$ cat src/sv/assert_macros.svh
// Assertion helpers shared by the RTL files.
`ifndef ASSERT_MACROS_SVH
`define ASSERT_MACROS_SVH

// Property that holds on every clock edge outside reset.
`define ASSERT_CLK(lbl, clk, rst, prop) \
  lbl: assert property (@(posedge clk) disable iff (rst) (prop)) else $error("%m: check failed");

// Implication: when ante holds, cons holds in the next cycle.
`define ASSERT_NEXT(lbl, clk, rst, ante, cons) \
  lbl: assert property (@(posedge clk) disable iff (rst) (ante) |=> (cons)) else $error("%m: check failed");

`endif

$ cat src/sv/itoa_pkg.sv
`timescale 1ns / 1ps
`default_nettype none
package itoa_pkg;

  localparam int MaxDigitsDefault = 64;
  localparam int MaxCharsDefault  = 64;

  localparam int FlagZero   = 0;
  localparam int FlagSigned = 1;
  localparam int FlagPlus   = 2;
  localparam int FlagSpace  = 3;
  localparam int FlagLeft   = 4;
  localparam int FlagPrefix = 5;
  localparam int FlagUpper  = 6;

  localparam logic [7:0] ChSpace = 8'h20;
  localparam logic [7:0] ChZero  = 8'h30;
  localparam logic [7:0] ChMinus = 8'h2d;
  localparam logic [7:0] ChPlus  = 8'h2b;
  localparam logic [7:0] ChLowX  = 8'h78;
  localparam logic [7:0] ChUpX   = 8'h58;

  typedef enum logic [3:0] {
    ST_IDLE,
    ST_DIV,
    ST_SETUP,
    ST_LPAD,
    ST_SIGN,
    ST_PFX0,
    ST_PFX1,
    ST_ZPAD,
    ST_PREC,
    ST_DIGIT,
    ST_RPAD,
    ST_BAD
  } state_t;

  // Commands from controller to datapath.
  typedef struct packed {
    logic load;
    logic div_start;
    logic setup;
    logic emit;
    logic [7:0] ch;
    logic use_digit;
    logic dec_pad;
    logic dec_prec;
    logic dec_digit;
  } cmd_t;

  // Status from datapath to controller.
  // out_full is set while the character on offer is the last one that fits.
  typedef struct packed {
    logic div_busy;
    logic div_done;
    logic more_digits;
    logic pad_zero;
    logic pad_one;
    logic prec_zero;
    logic digit_zero;
    logic has_sign;
    logic [7:0] sign_ch;
    logic pfx8;
    logic pfx16;
    logic zeropad;
    logic left;
    logic upper;
    logic bad;
    logic out_full;
  } stat_t;

  // Digit value to ASCII character.
  function automatic logic [7:0] digit_char(input logic [5:0] d, input logic up);
    logic [7:0] c;
    if (d < 6'd10) c = ChZero + {2'b0, d};
    else if (up) c = 8'h41 + {2'b0, d} - 8'd10;
    else c = 8'h61 + {2'b0, d} - 8'd10;
    return c;
  endfunction

endpackage
`default_nettype wire

$ cat src/sv/itoa_div.sv
`timescale 1ns / 1ps
`default_nettype none
// Restoring radix divider, one quotient bit per cycle.
module itoa_div (
  input  wire logic        clk,
  input  wire logic        rst,
  input  wire logic        start,
  input  wire logic [63:0] dividend,
  input  wire logic [5:0]  divisor,
  output logic             busy,
  output logic             done,
  output logic [63:0]      quotient,
  output logic [5:0]       remainder
);
  logic [63:0] q;
  logic [6:0]  r;
  logic [6:0]  cnt;
  logic [6:0]  trial;
  logic [6:0]  sh;

  assign sh    = {r[5:0], q[63]};
  assign trial = sh - {1'b0, divisor};

  always_ff @(posedge clk) begin
    if (rst) begin
      busy <= 1'b0;
      done <= 1'b0;
      cnt  <= '0;
    end else begin
      done <= 1'b0;
      if (start) begin
        busy <= 1'b1;
        q    <= dividend;
        r    <= '0;
        cnt  <= 7'd64;
      end else if (busy) begin
        if (!trial[6]) begin
          r <= trial;
          q <= {q[62:0], 1'b1};
        end else begin
          r <= sh;
          q <= {q[62:0], 1'b0};
        end
        cnt <= cnt - 7'd1;
        if (cnt == 7'd1) begin
          busy <= 1'b0;
          done <= 1'b1;
        end
      end
    end
  end

  assign quotient  = q;
  assign remainder = r[5:0];
endmodule
`default_nettype wire

$ cat src/sv/itoa_dp.sv
`timescale 1ns / 1ps
`default_nettype none
`include "assert_macros.svh"
module itoa_dp #(
  parameter int MAX_DIGITS = itoa_pkg::MaxDigitsDefault,
  parameter int MAX_CHARS  = itoa_pkg::MaxCharsDefault
) (
  input  wire logic            clk,
  input  wire logic            rst,
  input  wire itoa_pkg::cmd_t  cmd,
  output itoa_pkg::stat_t      stat,
  input  wire logic [63:0]     value,
  input  wire logic [5:0]      radix,
  input  wire logic [5:0]      width,
  input  wire logic [5:0]      min_digits,
  input  wire logic [6:0]      flags,
  output logic [7:0]           out_char,
  output logic                 last_trunc
);
  localparam int DW = $clog2(MAX_DIGITS);
  localparam int CW = $clog2(MAX_CHARS + 1);

  logic [5:0]  digit_store [MAX_DIGITS];
  logic [63:0] work_value;
  logic [5:0]  rdx;
  logic [7:0]  size;
  logic [6:0]  prec;
  logic [6:0]  digit_count;
  logic [6:0]  pad_remaining;
  logic [6:0]  digit_idx;
  logic        lost;
  logic [6:0]  fl;
  logic [7:0]  sign_ch;
  logic        has_sign;
  logic [CW-1:0] emitted;
  logic        over;
  logic [1:0]  lead;
  logic [5:0]  rd_digit;

  logic        div_start_q;
  logic        div_busy, div_done;
  logic [63:0] quo;
  logic [5:0]  rem;
  logic [63:0] div_din;

  logic [6:0]  fl_in;
  logic        neg_in;
  logic [1:0]  lead_in;

  itoa_div u_div (
    .clk(clk), .rst(rst), .start(cmd.div_start), .dividend(div_din),
    .divisor(rdx), .busy(div_busy), .done(div_done), .quotient(quo), .remainder(rem)
  );

  // Decode of the request on the input ports, used at the accepting edge.
  // lead counts the sign and prefix characters.
  always_comb begin
    neg_in = flags[itoa_pkg::FlagSigned] & value[63];
    fl_in  = flags;
    if (flags[itoa_pkg::FlagLeft]) fl_in[itoa_pkg::FlagZero] = 1'b0;
    lead_in = 2'd0;
    if (flags[itoa_pkg::FlagSigned] &
        (value[63] | flags[itoa_pkg::FlagPlus] | flags[itoa_pkg::FlagSpace]))
      lead_in = 2'd1;
    if (flags[itoa_pkg::FlagPrefix] && radix == 6'd16) lead_in = lead_in + 2'd2;
    else if (flags[itoa_pkg::FlagPrefix] && radix == 6'd8) lead_in = lead_in + 2'd1;
  end

  logic [7:0] sz_tot;
  logic [7:0] eff_prec;
  logic [6:0] pad_calc;
  logic [7:0] tot_len;
  always_comb begin
    eff_prec = ({1'b0, digit_count} > {1'b0, prec}) ? {1'b0, digit_count} : {1'b0, prec};
    sz_tot   = size - eff_prec;
    pad_calc = sz_tot[7] ? 7'd0 : sz_tot[6:0];
    tot_len  = {6'b0, lead} + eff_prec + {1'b0, pad_calc};
    // A new division continues from the quotient that has just come out.
    div_din  = div_done ? quo : work_value;
  end

  always_ff @(posedge clk) begin
    if (cmd.load) begin
      fl  <= fl_in;
      rdx <= radix;
      work_value <= neg_in ? (64'd0 - value) : value;
      has_sign <= flags[itoa_pkg::FlagSigned] &
                  (value[63] | flags[itoa_pkg::FlagPlus] | flags[itoa_pkg::FlagSpace]);
      sign_ch <= value[63] ? itoa_pkg::ChMinus :
                 flags[itoa_pkg::FlagPlus] ? itoa_pkg::ChPlus : itoa_pkg::ChSpace;
      lead <= lead_in;
      size <= {2'b0, width} - {6'b0, lead_in};
      prec <= {1'b0, min_digits};
      digit_count <= '0;
      lost <= 1'b0;
      emitted <= '0;
      over <= 1'b0;
    end
    if (div_done) begin
      work_value <= quo;
      if (digit_count < 7'(MAX_DIGITS)) begin
        digit_store[digit_count[DW-1:0]] <= rem;
        digit_count <= digit_count + 7'd1;
      end else begin
        lost <= 1'b1;
      end
    end
    if (cmd.setup) begin
      prec <= eff_prec[6:0] - digit_count;
      pad_remaining <= pad_calc;
      digit_idx <= digit_count - 7'd1;
      over <= (tot_len > 8'(MAX_CHARS));
    end
    if (cmd.dec_pad)   pad_remaining <= pad_remaining - 7'd1;
    if (cmd.dec_prec)  prec <= prec - 7'd1;
    if (cmd.dec_digit) digit_idx <= digit_idx - 7'd1;
    if (cmd.emit) emitted <= emitted + CW'(1);
    rd_digit <= digit_store[digit_idx[DW-1:0]];
  end

  always_ff @(posedge clk) begin
    if (rst) div_start_q <= 1'b0;
    else div_start_q <= cmd.div_start;
  end

  always_comb begin
    out_char = cmd.use_digit ? itoa_pkg::digit_char(rd_digit, fl[itoa_pkg::FlagUpper])
                             : cmd.ch;
    last_trunc = lost | over;
    stat.div_busy    = div_busy | div_start_q;
    stat.div_done    = div_done;
    stat.more_digits = (quo != 64'd0);
    stat.pad_zero    = (pad_remaining == 7'd0);
    stat.pad_one     = (pad_remaining == 7'd1);
    stat.prec_zero   = (prec == 7'd0);
    stat.digit_zero  = (digit_idx == 7'd0);
    stat.has_sign    = has_sign;
    stat.sign_ch     = sign_ch;
    stat.pfx8        = fl[itoa_pkg::FlagPrefix] && rdx == 6'd8;
    stat.pfx16       = fl[itoa_pkg::FlagPrefix] && rdx == 6'd16;
    stat.zeropad     = fl[itoa_pkg::FlagZero];
    stat.left        = fl[itoa_pkg::FlagLeft];
    stat.upper       = fl[itoa_pkg::FlagUpper];
    stat.bad         = (radix < 6'd2) || (radix > 6'd36);
    stat.out_full    = (emitted == CW'(MAX_CHARS - 1));
  end

  `ASSERT_CLK(a_emit_bound, clk, rst, emitted <= CW'(MAX_CHARS))
  `ASSERT_CLK(a_digit_bound, clk, rst, digit_count <= 7'(MAX_DIGITS))
  `ASSERT_NEXT(a_start_busy, clk, rst, cmd.div_start, div_busy)
endmodule
`default_nettype wire

$ cat src/sv/itoa_ctrl.sv
`timescale 1ns / 1ps
`default_nettype none
`include "assert_macros.svh"
module itoa_ctrl (
  input  wire logic            clk,
  input  wire logic            rst,
  input  wire logic            in_valid,
  output logic                 in_stall,
  input  wire logic            out_stall,
  output logic                 out_valid,
  output logic                 is_last,
  output logic                 is_bad,
  output itoa_pkg::cmd_t       cmd,
  input  wire itoa_pkg::stat_t stat
);
  itoa_pkg::state_t state, state_next;
  logic fire;
  // Digit stage waits for the registered store read before the character is shown.
  logic rd_ok, rd_ok_next;

  assign fire = out_valid & ~out_stall;

  always_ff @(posedge clk) begin
    if (rst) begin
      state <= itoa_pkg::ST_IDLE;
      rd_ok <= 1'b0;
    end else begin
      state <= state_next;
      rd_ok <= rd_ok_next;
    end
  end

  // Next state after the setup phase; setup always goes on to the left-pad phase.
  function automatic itoa_pkg::state_t after(input itoa_pkg::state_t s,
                                             input itoa_pkg::stat_t st);
    itoa_pkg::state_t n;
    n = s;
    if (n == itoa_pkg::ST_SETUP)
      n = (!st.zeropad && !st.left && !st.pad_zero) ? itoa_pkg::ST_LPAD : itoa_pkg::ST_LPAD;
    return n;
  endfunction

  logic lpad_on, sign_on, zpad_on, rpad_on;
  logic last_ch;
  always_comb begin
    lpad_on = !stat.zeropad && !stat.left && !stat.pad_zero;
    sign_on = stat.has_sign;
    zpad_on = stat.zeropad && !stat.pad_zero;
    rpad_on = stat.left && !stat.pad_zero;
  end

  always_comb begin
    state_next = state;
    rd_ok_next = 1'b0;
    unique case (state)
      itoa_pkg::ST_IDLE: begin
        if (in_valid) state_next = stat.bad ? itoa_pkg::ST_BAD : itoa_pkg::ST_DIV;
      end
      itoa_pkg::ST_DIV: begin
        if (stat.div_done && !stat.more_digits) state_next = itoa_pkg::ST_SETUP;
      end
      itoa_pkg::ST_SETUP: begin
        state_next = after(state, stat);
      end
      itoa_pkg::ST_LPAD: begin
        if (!lpad_on) state_next = itoa_pkg::ST_SIGN;
        else if (fire && last_ch) state_next = itoa_pkg::ST_IDLE;
      end
      itoa_pkg::ST_SIGN: begin
        if (!sign_on) state_next = itoa_pkg::ST_PFX0;
        else if (fire) state_next = last_ch ? itoa_pkg::ST_IDLE : itoa_pkg::ST_PFX0;
      end
      itoa_pkg::ST_PFX0: begin
        if (!(stat.pfx8 || stat.pfx16)) state_next = itoa_pkg::ST_ZPAD;
        else if (fire) state_next = last_ch ? itoa_pkg::ST_IDLE :
                                    stat.pfx16 ? itoa_pkg::ST_PFX1 : itoa_pkg::ST_ZPAD;
      end
      itoa_pkg::ST_PFX1: begin
        if (fire) state_next = last_ch ? itoa_pkg::ST_IDLE : itoa_pkg::ST_ZPAD;
      end
      itoa_pkg::ST_ZPAD: begin
        if (!zpad_on) state_next = itoa_pkg::ST_PREC;
        else if (fire && last_ch) state_next = itoa_pkg::ST_IDLE;
      end
      itoa_pkg::ST_PREC: begin
        if (stat.prec_zero) state_next = itoa_pkg::ST_DIGIT;
        else if (fire && last_ch) state_next = itoa_pkg::ST_IDLE;
      end
      itoa_pkg::ST_DIGIT: begin
        rd_ok_next = 1'b1;
        if (fire) begin
          rd_ok_next = 1'b0;
          if (last_ch) state_next = itoa_pkg::ST_IDLE;
          else if (stat.digit_zero) state_next = itoa_pkg::ST_RPAD;
        end
      end
      itoa_pkg::ST_RPAD: begin
        if (fire && last_ch) state_next = itoa_pkg::ST_IDLE;
      end
      itoa_pkg::ST_BAD: begin
        if (fire) state_next = itoa_pkg::ST_IDLE;
      end
      default: state_next = itoa_pkg::ST_IDLE;
    endcase
  end

  // Is the character currently offered the final one of the field?
  // Digits always follow the sign, prefix and leading padding, so only the final digit or final right pad ends a field,
  // or the character at the output limit.
  always_comb begin
    last_ch = 1'b0;
    if (state == itoa_pkg::ST_DIGIT && stat.digit_zero && !rpad_on) last_ch = 1'b1;
    if (state == itoa_pkg::ST_RPAD && stat.pad_one) last_ch = 1'b1;
    if (stat.out_full) last_ch = 1'b1;
  end

  always_comb begin
    cmd = '0;
    out_valid = 1'b0;
    in_stall = 1'b1;
    is_last = 1'b0;
    is_bad = 1'b0;
    unique case (state)
      itoa_pkg::ST_IDLE: begin
        in_stall = 1'b0;
        cmd.load = in_valid & ~stat.bad;
      end
      itoa_pkg::ST_DIV: begin
        // The first division starts once the request is loaded; each further one
        // starts from the quotient of the previous one.
        cmd.div_start = (!stat.div_busy && !stat.div_done) ||
                        (stat.div_done && stat.more_digits);
      end
      itoa_pkg::ST_SETUP: cmd.setup = 1'b1;
      itoa_pkg::ST_LPAD: begin
        out_valid = lpad_on; cmd.ch = itoa_pkg::ChSpace; cmd.dec_pad = fire;
      end
      itoa_pkg::ST_SIGN: begin
        out_valid = sign_on; cmd.ch = stat.sign_ch;
      end
      itoa_pkg::ST_PFX0: begin
        out_valid = stat.pfx8 || stat.pfx16; cmd.ch = itoa_pkg::ChZero;
      end
      itoa_pkg::ST_PFX1: begin
        out_valid = 1'b1; cmd.ch = stat.upper ? itoa_pkg::ChUpX : itoa_pkg::ChLowX;
      end
      itoa_pkg::ST_ZPAD: begin
        out_valid = zpad_on; cmd.ch = itoa_pkg::ChZero; cmd.dec_pad = fire;
      end
      itoa_pkg::ST_PREC: begin
        out_valid = !stat.prec_zero; cmd.ch = itoa_pkg::ChZero; cmd.dec_prec = fire;
      end
      itoa_pkg::ST_DIGIT: begin
        out_valid = rd_ok; cmd.use_digit = 1'b1; cmd.dec_digit = fire;
      end
      itoa_pkg::ST_RPAD: begin
        out_valid = 1'b1; cmd.ch = itoa_pkg::ChSpace; cmd.dec_pad = fire;
      end
      itoa_pkg::ST_BAD: begin
        out_valid = 1'b1; is_bad = 1'b1; cmd.ch = 8'h00;
      end
      default: ;
    endcase
    is_last = is_bad | last_ch;
    cmd.emit = fire & ~is_bad;
  end

  `ASSERT_CLK(a_idle_quiet, clk, rst, !(state == itoa_pkg::ST_IDLE && out_valid))
  `ASSERT_NEXT(a_last_idle, clk, rst, fire && is_last, state == itoa_pkg::ST_IDLE)
endmodule
`default_nettype wire

$ cat src/sv/integer_to_ascii_formatter_top.sv
// Throughput: one request at a time; the input stalls until the last character of the field is taken.
// A digit character is offered only after its registered digit store read.
// The bit-serial radix divider sets the time of the division phase, one division per digit.
// Reset (rst, synchronous, active high) returns the controller to idle, drops any request.
// The digit store needs no reset: every entry read was written for the same request.
`timescale 1ns / 1ps
`default_nettype none
module integer_to_ascii_formatter_top #(
  parameter int MAX_DIGITS = itoa_pkg::MaxDigitsDefault,
  parameter int MAX_CHARS  = itoa_pkg::MaxCharsDefault
) (
  input  wire logic        clk,
  input  wire logic        rst,
  input  wire logic        in_valid,
  output logic             in_stall,
  input  wire logic [63:0] value,
  input  wire logic [5:0]  radix,
  input  wire logic [5:0]  width,
  input  wire logic [5:0]  min_digits,
  input  wire logic [6:0]  flags,
  output logic             out_valid,
  input  wire logic        out_stall,
  output logic [7:0]       out_char,
  output logic             last,
  output logic             bad_radix,
  output logic             truncated
);
  itoa_pkg::cmd_t  cmd;
  itoa_pkg::stat_t stat;
  logic is_last, is_bad, trunc_flag;
  logic [7:0] ch;

  // The controller sequences division and character phases; the datapath
  // holds the request, the digit store and the counters.
  itoa_ctrl u_ctrl (
    .clk(clk), .rst(rst), .in_valid(in_valid), .in_stall(in_stall),
    .out_stall(out_stall), .out_valid(out_valid), .is_last(is_last),
    .is_bad(is_bad), .cmd(cmd), .stat(stat)
  );

  itoa_dp #(.MAX_DIGITS(MAX_DIGITS), .MAX_CHARS(MAX_CHARS)) u_dp (
    .clk(clk), .rst(rst), .cmd(cmd), .stat(stat), .value(value), .radix(radix),
    .width(width), .min_digits(min_digits), .flags(flags), .out_char(ch),
    .last_trunc(trunc_flag)
  );

  // A bad radix gives a single NUL character flagged as an error.
  assign out_char  = is_bad ? 8'h00 : ch;
  assign last      = is_last;
  assign bad_radix = is_bad;
  // Truncation shows on the final character only, when characters or digits were cut.
  assign truncated = is_last & ~is_bad & trunc_flag;
endmodule
`default_nettype wire

$ cat config.mk
export PLATFORM = sky130hd
export DESIGN_NAME = integer_to_ascii_formatter_top
export DESIGN_NICKNAME = d
export VERILOG_FILES = /design/src/sv/itoa_pkg.sv /design/src/sv/itoa_div.sv /design/src/sv/itoa_dp.sv /design/src/sv/itoa_ctrl.sv /design/src/sv/integer_to_ascii_formatter_top.sv
export VERILOG_INCLUDE_DIRS = /design/src /design/src/sv
export SDC_FILE = /design/constraint.sdc
export NUM_CORES = 1
export LEC_CHECK = 0
export ABC_AREA = 1
export BUFFER_PORTS_ARGS = -buffer_cell sky130_fd_sc_hd__buf_2
export CORE_MARGIN = 3
export CORE_UTILIZATION = 56
export DETAILED_ROUTE_END_ITERATION = 8
export PLACE_DENSITY = 0.76
export SLEW_MARGIN = 20
export SYNTH_ARGS = -nofsm -noshare
export SYNTH_HDL_FRONTEND = slang
export SYNTH_SLANG_ARGS = --single-unit
export TNS_END_PERCENT = 50
$ cat constraint.sdc
create_clock -name clk -period 5.37 [get_ports clk]
set_clock_uncertainty 0.2 [all_clocks]
set_input_delay 0 -clock clk [delete_from_list [all_inputs] [get_ports clk]]
set_output_delay 0 -clock clk [all_outputs]
set_load 0.01 [all_outputs]
# Word level (Yosys, flattened, before mapping)
# Memory sizes are Yosys's and may differ from the RTL's. A register that Yosys moved wholly into a read port is not among the register bits.
# Index checks and enable logic that the tools add are counted.
op_classes:
  addsub: 21
  n_mul: 0
  n_div: 0
  magnitude_cmp: 6
  n_eq_ne: 27
  n_shift: 0
  muxes: 82
  bitwise_logic: 18
  n_reduce_logical: 48
op_table:
  columns: ["op", "count"]
  rows:
  - ["64-bit two-way mux", 6]
  - ["7-bit two-way mux", 16]
  - ["4-bit two-way mux", 18]
  - ["64-bit nonzero test", 1]
  - ["1-bit by 64-bit subtractor with 64-bit output (first input constant)", 1]
  - ["4-bit one-hot mux with 12 select lines", 1]
  - ["7-bit by 1-bit subtractor with 7-bit output (second input constant)", 5]
  - ["8-bit two-way mux", 4]
  - ["8-bit one-hot mux with 4 select lines", 1]
  - ["1-bit two-way mux", 28]
  - ["7-bit zero test", 3]
  - ["6-bit two-way mux", 3]
  - ["7-bit by 6-bit adder with 8-bit output (first input constant)", 2]
  - ["4-bit by 3-bit == test with 1-bit output (second input constant)", 4]
  - ["4-bit == test (second input constant)", 4]
  - ["8-bit by 4-bit subtractor with 8-bit output (second input constant)", 2]
  - ["1-bit logical AND", 15]
  - ["7-bit by 1-bit adder with 7-bit output (second input constant)", 2]
  - ["7-bit by 1-bit == test with 1-bit output (second input constant)", 2]
  - ["6-bit by 4-bit == test with 1-bit output (second input constant)", 2]
  - ["6-bit by 5-bit == test with 1-bit output (second input constant)", 2]
  - ["2-bit nonzero test", 6]
  - ["3-bit OR reduction", 4]
  - ["2-bit by 8-bit adder with 8-bit output", 1]
  - ["36 further kinds", 69]
word_totals:
  regBits: 218
  latch_bits: 0
  ram_bits: 384
  romBits: 0
  input_bits: 93
  out_inout_bits: 13
  word_cells: 227
  n_memories: 1
mem_list:
  columns: ["name", "depth", "width", "rd", "rd_ports_with_merged_regs", "wr", "line_no", "rtl"]
  rows:
  - ["u_dp.digit_store", 64, 6, 1, 1, 1, "itoa_dp.sv:23", "logic [5:0] digit_store [MAX_DIGITS];"]

# Longest topological paths before layout
# Gate-level depths: netlist of run 1.
depth:
  depth_word: 12
  mapped_depth: 32
  depth_no_buf: 31

# By module
# Synthesis of run 1 repeated with hierarchy kept, for this count alone.
unflattened:
  cells_unflattened: 3436
  hier_area_um2: 30800.8
modules_own_cells:
  columns: ["mod", "instances", "cells_each", "area_each_um2", "seq_area_each_um2"]
  rows:
  - ["itoa_dp", 1, 2839, 26105.0, 15314.7]
  - ["itoa_div", 1, 415, 3781.1, 2282.2]
  - ["itoa_ctrl", 1, 163, 835.8, 100.1]
  - ["integer_to_ascii_formatter_top", 1, 19, 78.8, 0.0]

# Worst setup path before layout of run 1
# OpenSTA, ideal clock, no wires.
synth_path:
  kind: "reg2reg"
  from: "reg u_dp.digit_count[0]"
  to: "reg u_dp.over (data pin)"
  setup_time_ns: 0.261
  t_arrival_ns: 5.253
  t_required_ns: 4.909
  setup_slack_ns: -0.344
  path_stages_with_launch: 31
  n_path_buf: 2
  synth_period_minus_slack_ns: 5.714
  cell_sequence: "dfxtp_1 inv_1 clkbuf_1 ha_1 o21ai_0 nand2_1 o211ai_1 nand2_1 clkbuf_1 o21ai_0 inv_1 ha_1 a21oi_1 o21ai_0 nand2_1 nand2_1 xor2_1 nor2_1 inv_1 fa_1 inv_1 ha_1 inv_1 fa_1 o21ai_0 xor2_1 nand3_1 nor3_1 a21oi_1 o21ai_0 a21oi_1"
synth_via:
  elab_chain_cells: 7
  word_cells_on_any_way: 8
  classes_between: "add/sub: 3; order compare: 2; mux: 3"
synth_rtl:
  columns: ["item", "line_no", "rtl"]
  rows:
  - ["start, declared", "itoa_dp.sv:28", "logic [6:0] digit_count;"]
  - ["start signal, assigned", "itoa_dp.sv:103", "digit_count <= digit_count + 7'd1;"]
  - ["7-bit > comparator", "itoa_dp.sv:74", "eff_prec = ({1'b0, digit_count} > {1'b0, prec}) ? {1'b0, digit_count} : {1'b0, prec};"]
  - ["7-bit two-way mux *", "itoa_dp.sv:74", null]
  - ["8-bit subtractor", "itoa_dp.sv:75", "sz_tot = size - eff_prec;"]
  - ["7-bit two-way mux", "itoa_dp.sv:76", "pad_calc = sz_tot[7] ? 7'd0 : sz_tot[6:0];"]
  - ["8-bit by 7-bit adder with 8-bit output *", "itoa_dp.sv:77", "tot_len = {6'b0, lead} + eff_prec + {1'b0, pad_calc};"]
  - ["8-bit by 7-bit > comparator with 1-bit output *", "itoa_dp.sv:112", "over <= (tot_len > 8'(MAX_CHARS));"]
  - ["1-bit two-way mux *", "itoa_dp.sv:108", "if (cmd.setup) begin"]
  - ["end signal, assigned", "itoa_dp.sv:112", null]
  - ["end, declared", "itoa_dp.sv:36", "logic over;"]
# Every way passes the cells marked *; elsewhere a longest branch is shown, timed or not.
# A chain may end at the register's enable or synchronous reset.

# Final worst setup path of run 1
layout_path:
  from: "reg u_dp.prec[4]"
  to: "reg u_dp.over (data pin)"
layout_via:
  elab_chain_cells: 7
  word_cells_on_any_way: 8
  classes_between: "add/sub: 3; order compare: 2; mux: 3"
layout_rtl:
  columns: ["item", "line_no", "rtl"]
  rows:
  - ["start, declared", "itoa_dp.sv:27", "logic [6:0] prec;"]
  - ["start signal, assigned", "itoa_dp.sv:93", "prec <= {1'b0, min_digits};"]
  - ["start signal, assigned", "itoa_dp.sv:109", "prec <= eff_prec[6:0] - digit_count;"]
  - ["start signal, assigned", "itoa_dp.sv:115", "if (cmd.dec_prec) prec <= prec - 7'd1;"]
  - ["7-bit > comparator", "itoa_dp.sv:74", null]
  - ["7-bit two-way mux *", "itoa_dp.sv:74", null]
  - ["8-bit subtractor", "itoa_dp.sv:75", null]
  - ["7-bit two-way mux", "itoa_dp.sv:76", null]
  - ["8-bit by 7-bit adder with 8-bit output *", "itoa_dp.sv:77", null]
  - ["8-bit by 7-bit > comparator with 1-bit output *", "itoa_dp.sv:112", null]
  - ["1-bit two-way mux *", "itoa_dp.sv:108", null]
# Marked as above.

==> impl_metrics.toml, run 1 <==
[status]
status = "completed"

[global_route]
grt_pass1_vias = 22100
grt_pass1_wl_um = 121000
grt_antenna_before_repair = 0
grt_usage = 0.284
grt_remaining_overflow = 0
grt_max_degree = 194

[finish]
final_util = 0.674
final_nets = 3326
stdcell_area_sq_um = 34200
drive_gt1_frac = 0.118
area_growth_pct = 17.5

[synthesis]
netlist_instances = 2926
yosys.area.top_type = "edfxtp_1"
yosys_warnings = 0
yosys_most_used_dff = "edfxtp_1"
netlist.area_leader.share = 0.589
yosysSeqAreaShare = 0.609
syn_area_sq_um = 29100
synth_seq_cells = 599
ys_top_cells_by_area = "edfxtp_1 59%, nand2_1 6.1%, nor2_1 6.0%"
synth_nets = 3080
synth-async-reset-ratio = 0
synth.distinct_cells = 59
synth_area_per_cell_sq_um = 9.94
synth_edf_count = 570

[cts]
insertion_delay_ps = 650
cts-root-buf = "clkbuf_16"
cts.clk_slew.worst_paths_ps = 70
cts.htree.levels = 2
clockBufferDepth = 3
cts_sinks = 599
cts_tree = "done"
cts_buffers = 58

[min_path]
min_path_type = "in -> reg"
min_path_cells = 2

[critical_path]
end_kind = "register"
cp-start-kind = "register"
reg2regPathDepth = 30
critical_path_required_ps = 5520
critPathKind = "reg -> reg"
slowest_delay_ps = 410
cp_slowest_cell = "edfxtp_1"
cp.arrival_ps = 5330
critical_path.most_common_cell = "nand2_1"
path_max_fanout = 6

[detailed_routing]
routed_wl_um = 78200
drc_errors = 0
firstDrtPassIters = 6
dr.first_iter.drc_count = 2845
ant_nets = 0
avgViaCountPerCell = 5.92
via_count = 23100
wl_per_cell_um = 20.1

[timing]
finalCritPeriodShare = 0.965
worst_slew_pin_slew_ps = 1280
period_needed_ps = 5180
finalSetupViolCount = 0
relSlewSlack = 0.137
fmax_mhz = 193
final_max_slew_viol_count = 0
hold_viol = 0

[placement]
place_hpwl_um = 49400
numPortBuffers = 105
gp_congestion = 0.970
place_area_sq_um = 30300

[power_and_ir_drop]
p_leak_nw = 12.7
internal-power_mw = 9.76
vdd_drop_max_uv = 345
pwr-share-comb = 0.255
power.density_nw_per_um2 = 416
p_sw_frac = 0.313
total_power_mw = 14.2
seqPwrFrac = 0.439
switchingPower_mw = 4.45
clkPwrFrac = 0.306

[die]
pin_count = 106
die_w_um = 234
core_area_sq_um = 50700
die_h_um = 234
fp-row-count = 82
fp.dieArea_sq_um = 54700
initial_core_util = 0.574

[flow_run]
maxCapViolCount = 0
path summary, 6_finish.rpt:
check                                  start               to  slack, ps
worst max register to register  u_dp.prec[4]        u_dp.over        190
worst min-delay path               value[63]  u_dp.sign_ch[2]         40
worst min register to register     u_dp.lost        u_dp.lost        290
worst max-delay path            u_dp.prec[4]        u_dp.over        190
registers in the layout, indices dropped and copies added (netlist names), 7 cells and up:
register             flops
u_dp.work_value         64
u_dp.u_div.cnt           7
u_dp.emitted             7
u_dp.u_div.quotient     64
u_dp.size                7
u_dp.digit_store       384
u_dp.digit_idx           7
u_dp.pad_remaining       7
u_dp.prec                7
u_dp.digit_count         7
synthesized netlist by cell type (6+ instances only):
cell type,number
o211ai_1,25
dfxtp_1,29
o21ai_1,13
o22ai_1,61
nor2_2,10
clkbuf_1,96
nor3_1,31
nand2_1,476
inv_2,16
nor2_1,463
xor2_1,35
nand3_1,144
buf_2,14
or2_2,13
a31oi_1,6
nand4_1,41
o21ai_0,337
a21oi_1,95
buf_1,11
inv_1,245
fa_1,6
nor2_4,9
edfxtp_1,570
nand2_2,11
xnor2_1,19
ha_1,55
o221ai_1,39
worst max-delay path, delay by kind of cell, from the launching register on:
kind                       cells  cell delay, ps
AOI/OAI and AO/OA              6             680
xor gates and xnor gates       2             380
adders and majority gates      5            1520
buffers and inverters          6             480
DFF                            1             410
and+or+nand+nor               11            1220
power by group through the flow:
stage	sequential [mW]	clock (mW)	combinational, mW
after floorplan	6.42	0	2.13
after global placement	6.31	0	3.15
after detailed placement	6.32	0	3.28
after CTS	6.23	4.39	3.43
after global routing	6.28	4.56	4.03
final	6.24	4.35	3.62
stage by stage:
stage / worst slack (ps) / instances / hold WS [ps] / setup TNS, ps
2_1_floorplan: 19.3 / 2926 / -101 / 0
3_3_place_gp: -133 / 3622 / 2.42 / -133
3_5_place_dp: -240 / 3622 / 5.79 / -240
4_1_cts: 54.3 / 3881 / 1.20 / 0
5_1_grt: -105 / 3893 / 48.9 / -105
6_report: 187 / 3897 / 45.0 / 0
layout by cell type, fill, tap and decap left out, types with 10 or more instances in the layout:
cell type / instances
edfxtp_1: 570
or2_2: 13
o21ai_1: 17
dfxtp_1: 28
o21ai_0: 325
xnor2_1: 19
xor2_1: 34
buf_4: 53
o221ai_1: 39
ha_1: 45
clkinv_2: 10
nand4_1: 41
dlygate4sd3_1: 149
a21oi_1: 92
nand2_1: 472
o211ai_1: 25
nor3_1: 28
clkbuf_16: 58
nand3_1: 144
inv_2: 27
nor2_2: 13
clkbuf_1: 12
nand2_2: 15
nor2_1: 460
bufinv_16: 11
inv_1: 233
buf_2: 105
o22ai_1: 61
cells by family (layout without fill, tap and decap cells):
kind of cell,Yosys count,after routing,share of synthesized area
and+or+nand+nor,1222,1223,0.179
DFF,599,599,0.609
AOI/OAI and AO/OA,598,598,0.116
buffers and inverters,390,684,0.0522
adders and majority gates,61,61,0.0278
xor gates and xnor gates,54,54,0.0163
muxes,2,2,0.000732
other,0,4,0
routing by layer:
layer	global-route usage	share of wire
met5	0	0
met4	0.106	0.036
met3	0.0456	0.096
met2	0.461	0.47
met1	0.390	0.39
repair_timing:
item	4_1_cts	5_1_grt
setup buffers	0	11
pin swaps	1	18
cloned	1	0
gates resized for setup	10	46
setup endpoints to repair	1	1
hold buffers	149	0
endpoints found under the hold margin	137	0
final cells by class:
type | instances | area [sq um]
diodes | 4 | 10.0
clock buffers | 70 | 1500
clock inverters | 39 | 553
fillers | 3758 | 16500
inverters | 264 | 996
multi-input cells | 1938 | 10100
flip-flops and latches | 599 | 17700
well taps | 672 | 841
repair buffers | 311 | 2470
(Power assumes the default switching activity.)
==> inputs of run 2 (changes only) <==
- CELL_PAD_IN_SITES_DETAIL_PLACEMENT: not set -> 1
- CELL_PAD_IN_SITES_GLOBAL_PLACEMENT: not set -> 1
- CORE_UTILIZATION: 56 -> 45
- PLACE_DENSITY: 0.76 -> not set
- PLACE_DENSITY_LB_ADDON: not set -> 0.1
==> run 2 against run 1 <==
Sequential share of layout area down 0.84 points. Global-route usage fell by 1.6 points. Worst hold slack worse by 18 ps. Non-clock buffer count rose by 29. Worst setup slack got worse by 72 ps. First-iteration DRC count decreased by 36%. Clock power is 3% higher. Clock-buffer cell count increased by 13. Fmax down 1.4%. Combinational power grew 7.7%. Utilization decreased by 13 points. Critical endpoint unchanged. Highest routed layer unchanged.
==> impl_metrics.toml, run 2 (synthesized netlist as in run 1, its figures left out) <==
[status]
status = "completed"

[cts]
cts-root-buf = "clkbuf_16"
cts.htree.levels = 3
insertion_delay_ps = 620
clockBufferDepth = 3
cts_sinks = 599
cts.clk_slew.worst_paths_ps = 60
cts_buffers = 67
cts_tree = "done"

[finish]
stdcell_area_sq_um = 34700
final_common_cell = "edfxtp_1"
final_nets = 3363
final_cell_mix = "570 x edfxtp_1, 468 x nand2_1, 461 x nor2_1"
largest_reg_flops = 384
area_growth_pct = 19.5
instances_no_fill = 4109
drive_gt1_frac = 0.130

[flow_run]
maxCapViolCount = 0

[power_and_ir_drop]
power.density_nw_per_um2 = 421
seqPwrFrac = 0.427
p_sw_frac = 0.326
internal-power_mw = 9.86
clkPwrFrac = 0.307
p_leak_nw = 12.9
switchingPower_mw = 4.77
pwr-share-comb = 0.267
vdd_drop_max_uv = 277

[die]
die_w_um = 260
fp-row-count = 92
fp.dieArea_sq_um = 67700
core_area_sq_um = 63500
pin_count = 106
die_h_um = 260
initial_core_util = 0.458

[placement]
numPortBuffers = 105
gp_congestion = 0.882
dp_slack_ps = -249
place_hpwl_um = 58700
placed_cells = 3820
place_area_sq_um = 30700

[critical_path]
cp-start-kind = "register"
cp.arrival_ps = 5420
critical_path_required_ps = 5530
slowest_delay_ps = 450
critPathKind = "reg -> reg"
path_max_fanout = 6
cp_slowest_cell = "fa_1"
end_kind = "register"
reg2regPathDepth = 31
critical_path.most_common_cell = "nand2_2"

[global_route]
grt_pass1_vias = 24500
grt_antenna_before_repair = 1
grt_usage = 0.268
grt_pass1_wl_um = 140000
grt_remaining_overflow = 0
grt_max_degree = 194

[detailed_routing]
ant_nets = 0
drc_errors = 0
dr.first_iter.drc_count = 1824
wl_per_cell_um = 22.2
routed_wl_um = 91300
avgViaCountPerCell = 5.61
via_count = 23000
firstDrtPassIters = 5

[timing]
relSlewSlack = 0.274
setup_slack_ps = 115
worst_slew_pin_slew_ps = 1090
fmax_mhz = 190
hold_viol = 0
grt_setup_unrepaired = "yes"
finalCritPeriodShare = 0.979
period_needed_ps = 5250
finalSetupViolCount = 0
final_max_slew_viol_count = 0

[min_path]
min_path_cells = 2
min_path_type = "in -> reg"
==> run 2: changes by cell type in the layout (fill, tap and decap cells not counted), moves of 3 or more <==
cell       before  now
buf_4          53   81
buf_6           2    5
bufinv_16      11    2
clkbuf_16      58   69
clkbuf_8        0    3
clkinv_1        9   17
clkinv_2       10   14
clkinv_4        4    0
diode_2         4    1
inv_16          0    3
inv_4           2    5
nand2_1       472  468
nand2_2        15   19
==> run 2: repair_timing <==
action | CTS | global route
setup endpoints to repair | 1 | 1
pin swaps | 1 | 28
endpoints found under the hold margin | 132 | 0
setup buffers | 2 | 17
gates resized for setup | 5 | 66
hold buffers | 148 | 0
==> run 2: layout make-up <==
cell class	count	area, sq um
sequential	599	17700
timing repair buffer	340	2690
tap	846	1060
fill	6962	28800
clock inverter	39	317
antenna	1	2.50
inverter	264	1000
clock buffer	83	1810
multi-input combinational	1937	10200
==> run 2: worst max-delay path: cells and delay by family (launching register included) <==
family,cells,cell delay [ps]
DFF,1,380
xor gates and xnor gates,2,340
and+or+nand+nor,8,910
adders and majority gates,5,1570
AOI/OAI and AO/OA,8,940
buffers and inverters,8,660
==> run 2: through the flow <==
| stage | hold WS (ps) | power (mW) | utilization | TNS (ps) |
|---|---|---|---|---|
| 2_1_floorplan | -101 | 8.55 | - | 0 |
| 3_3_place_gp | -23.4 | 9.67 | 0.483 | -93.6 |
| 3_5_place_dp | -16.4 | 9.84 | 0.483 | -249 |
| 4_1_cts | 5.30 | 14.5 | 0.540 | 0 |
| 5_1_grt | 28.1 | 15.4 | 0.547 | -208 |
| 6_report | 27.2 | 14.6 | 0.547 | 0 |
==> run 2: routing by layer <==
layer	wire length [um]	global-route usage	part of all wire
met1	38900	0.350	0.43
met2	45900	0.467	0.50
met3	4080	0.0350	0.045
met4	2500	0.0807	0.027
met5	0	0	0
==> run 2: path summary, 6_finish.rpt <==
kind | from | to | slack, ps
min | radix[1] | u_dp.rdx[1] | 30
min reg2reg | u_dp.lost | u_dp.lost | 280
max reg2reg | u_dp.prec[5] | u_dp.over | 120
max | u_dp.prec[5] | u_dp.over | 120
==> run 2: power groups by stage <==
stage,combinational [mW],sequential [mW],clock (mW)
floorplan,2.13,6.42,0
global placement,3.36,6.31,0
detailed placement,3.52,6.32,0
CTS,3.66,6.24,4.57
global route,4.36,6.29,4.75
finish,3.90,6.24,4.48
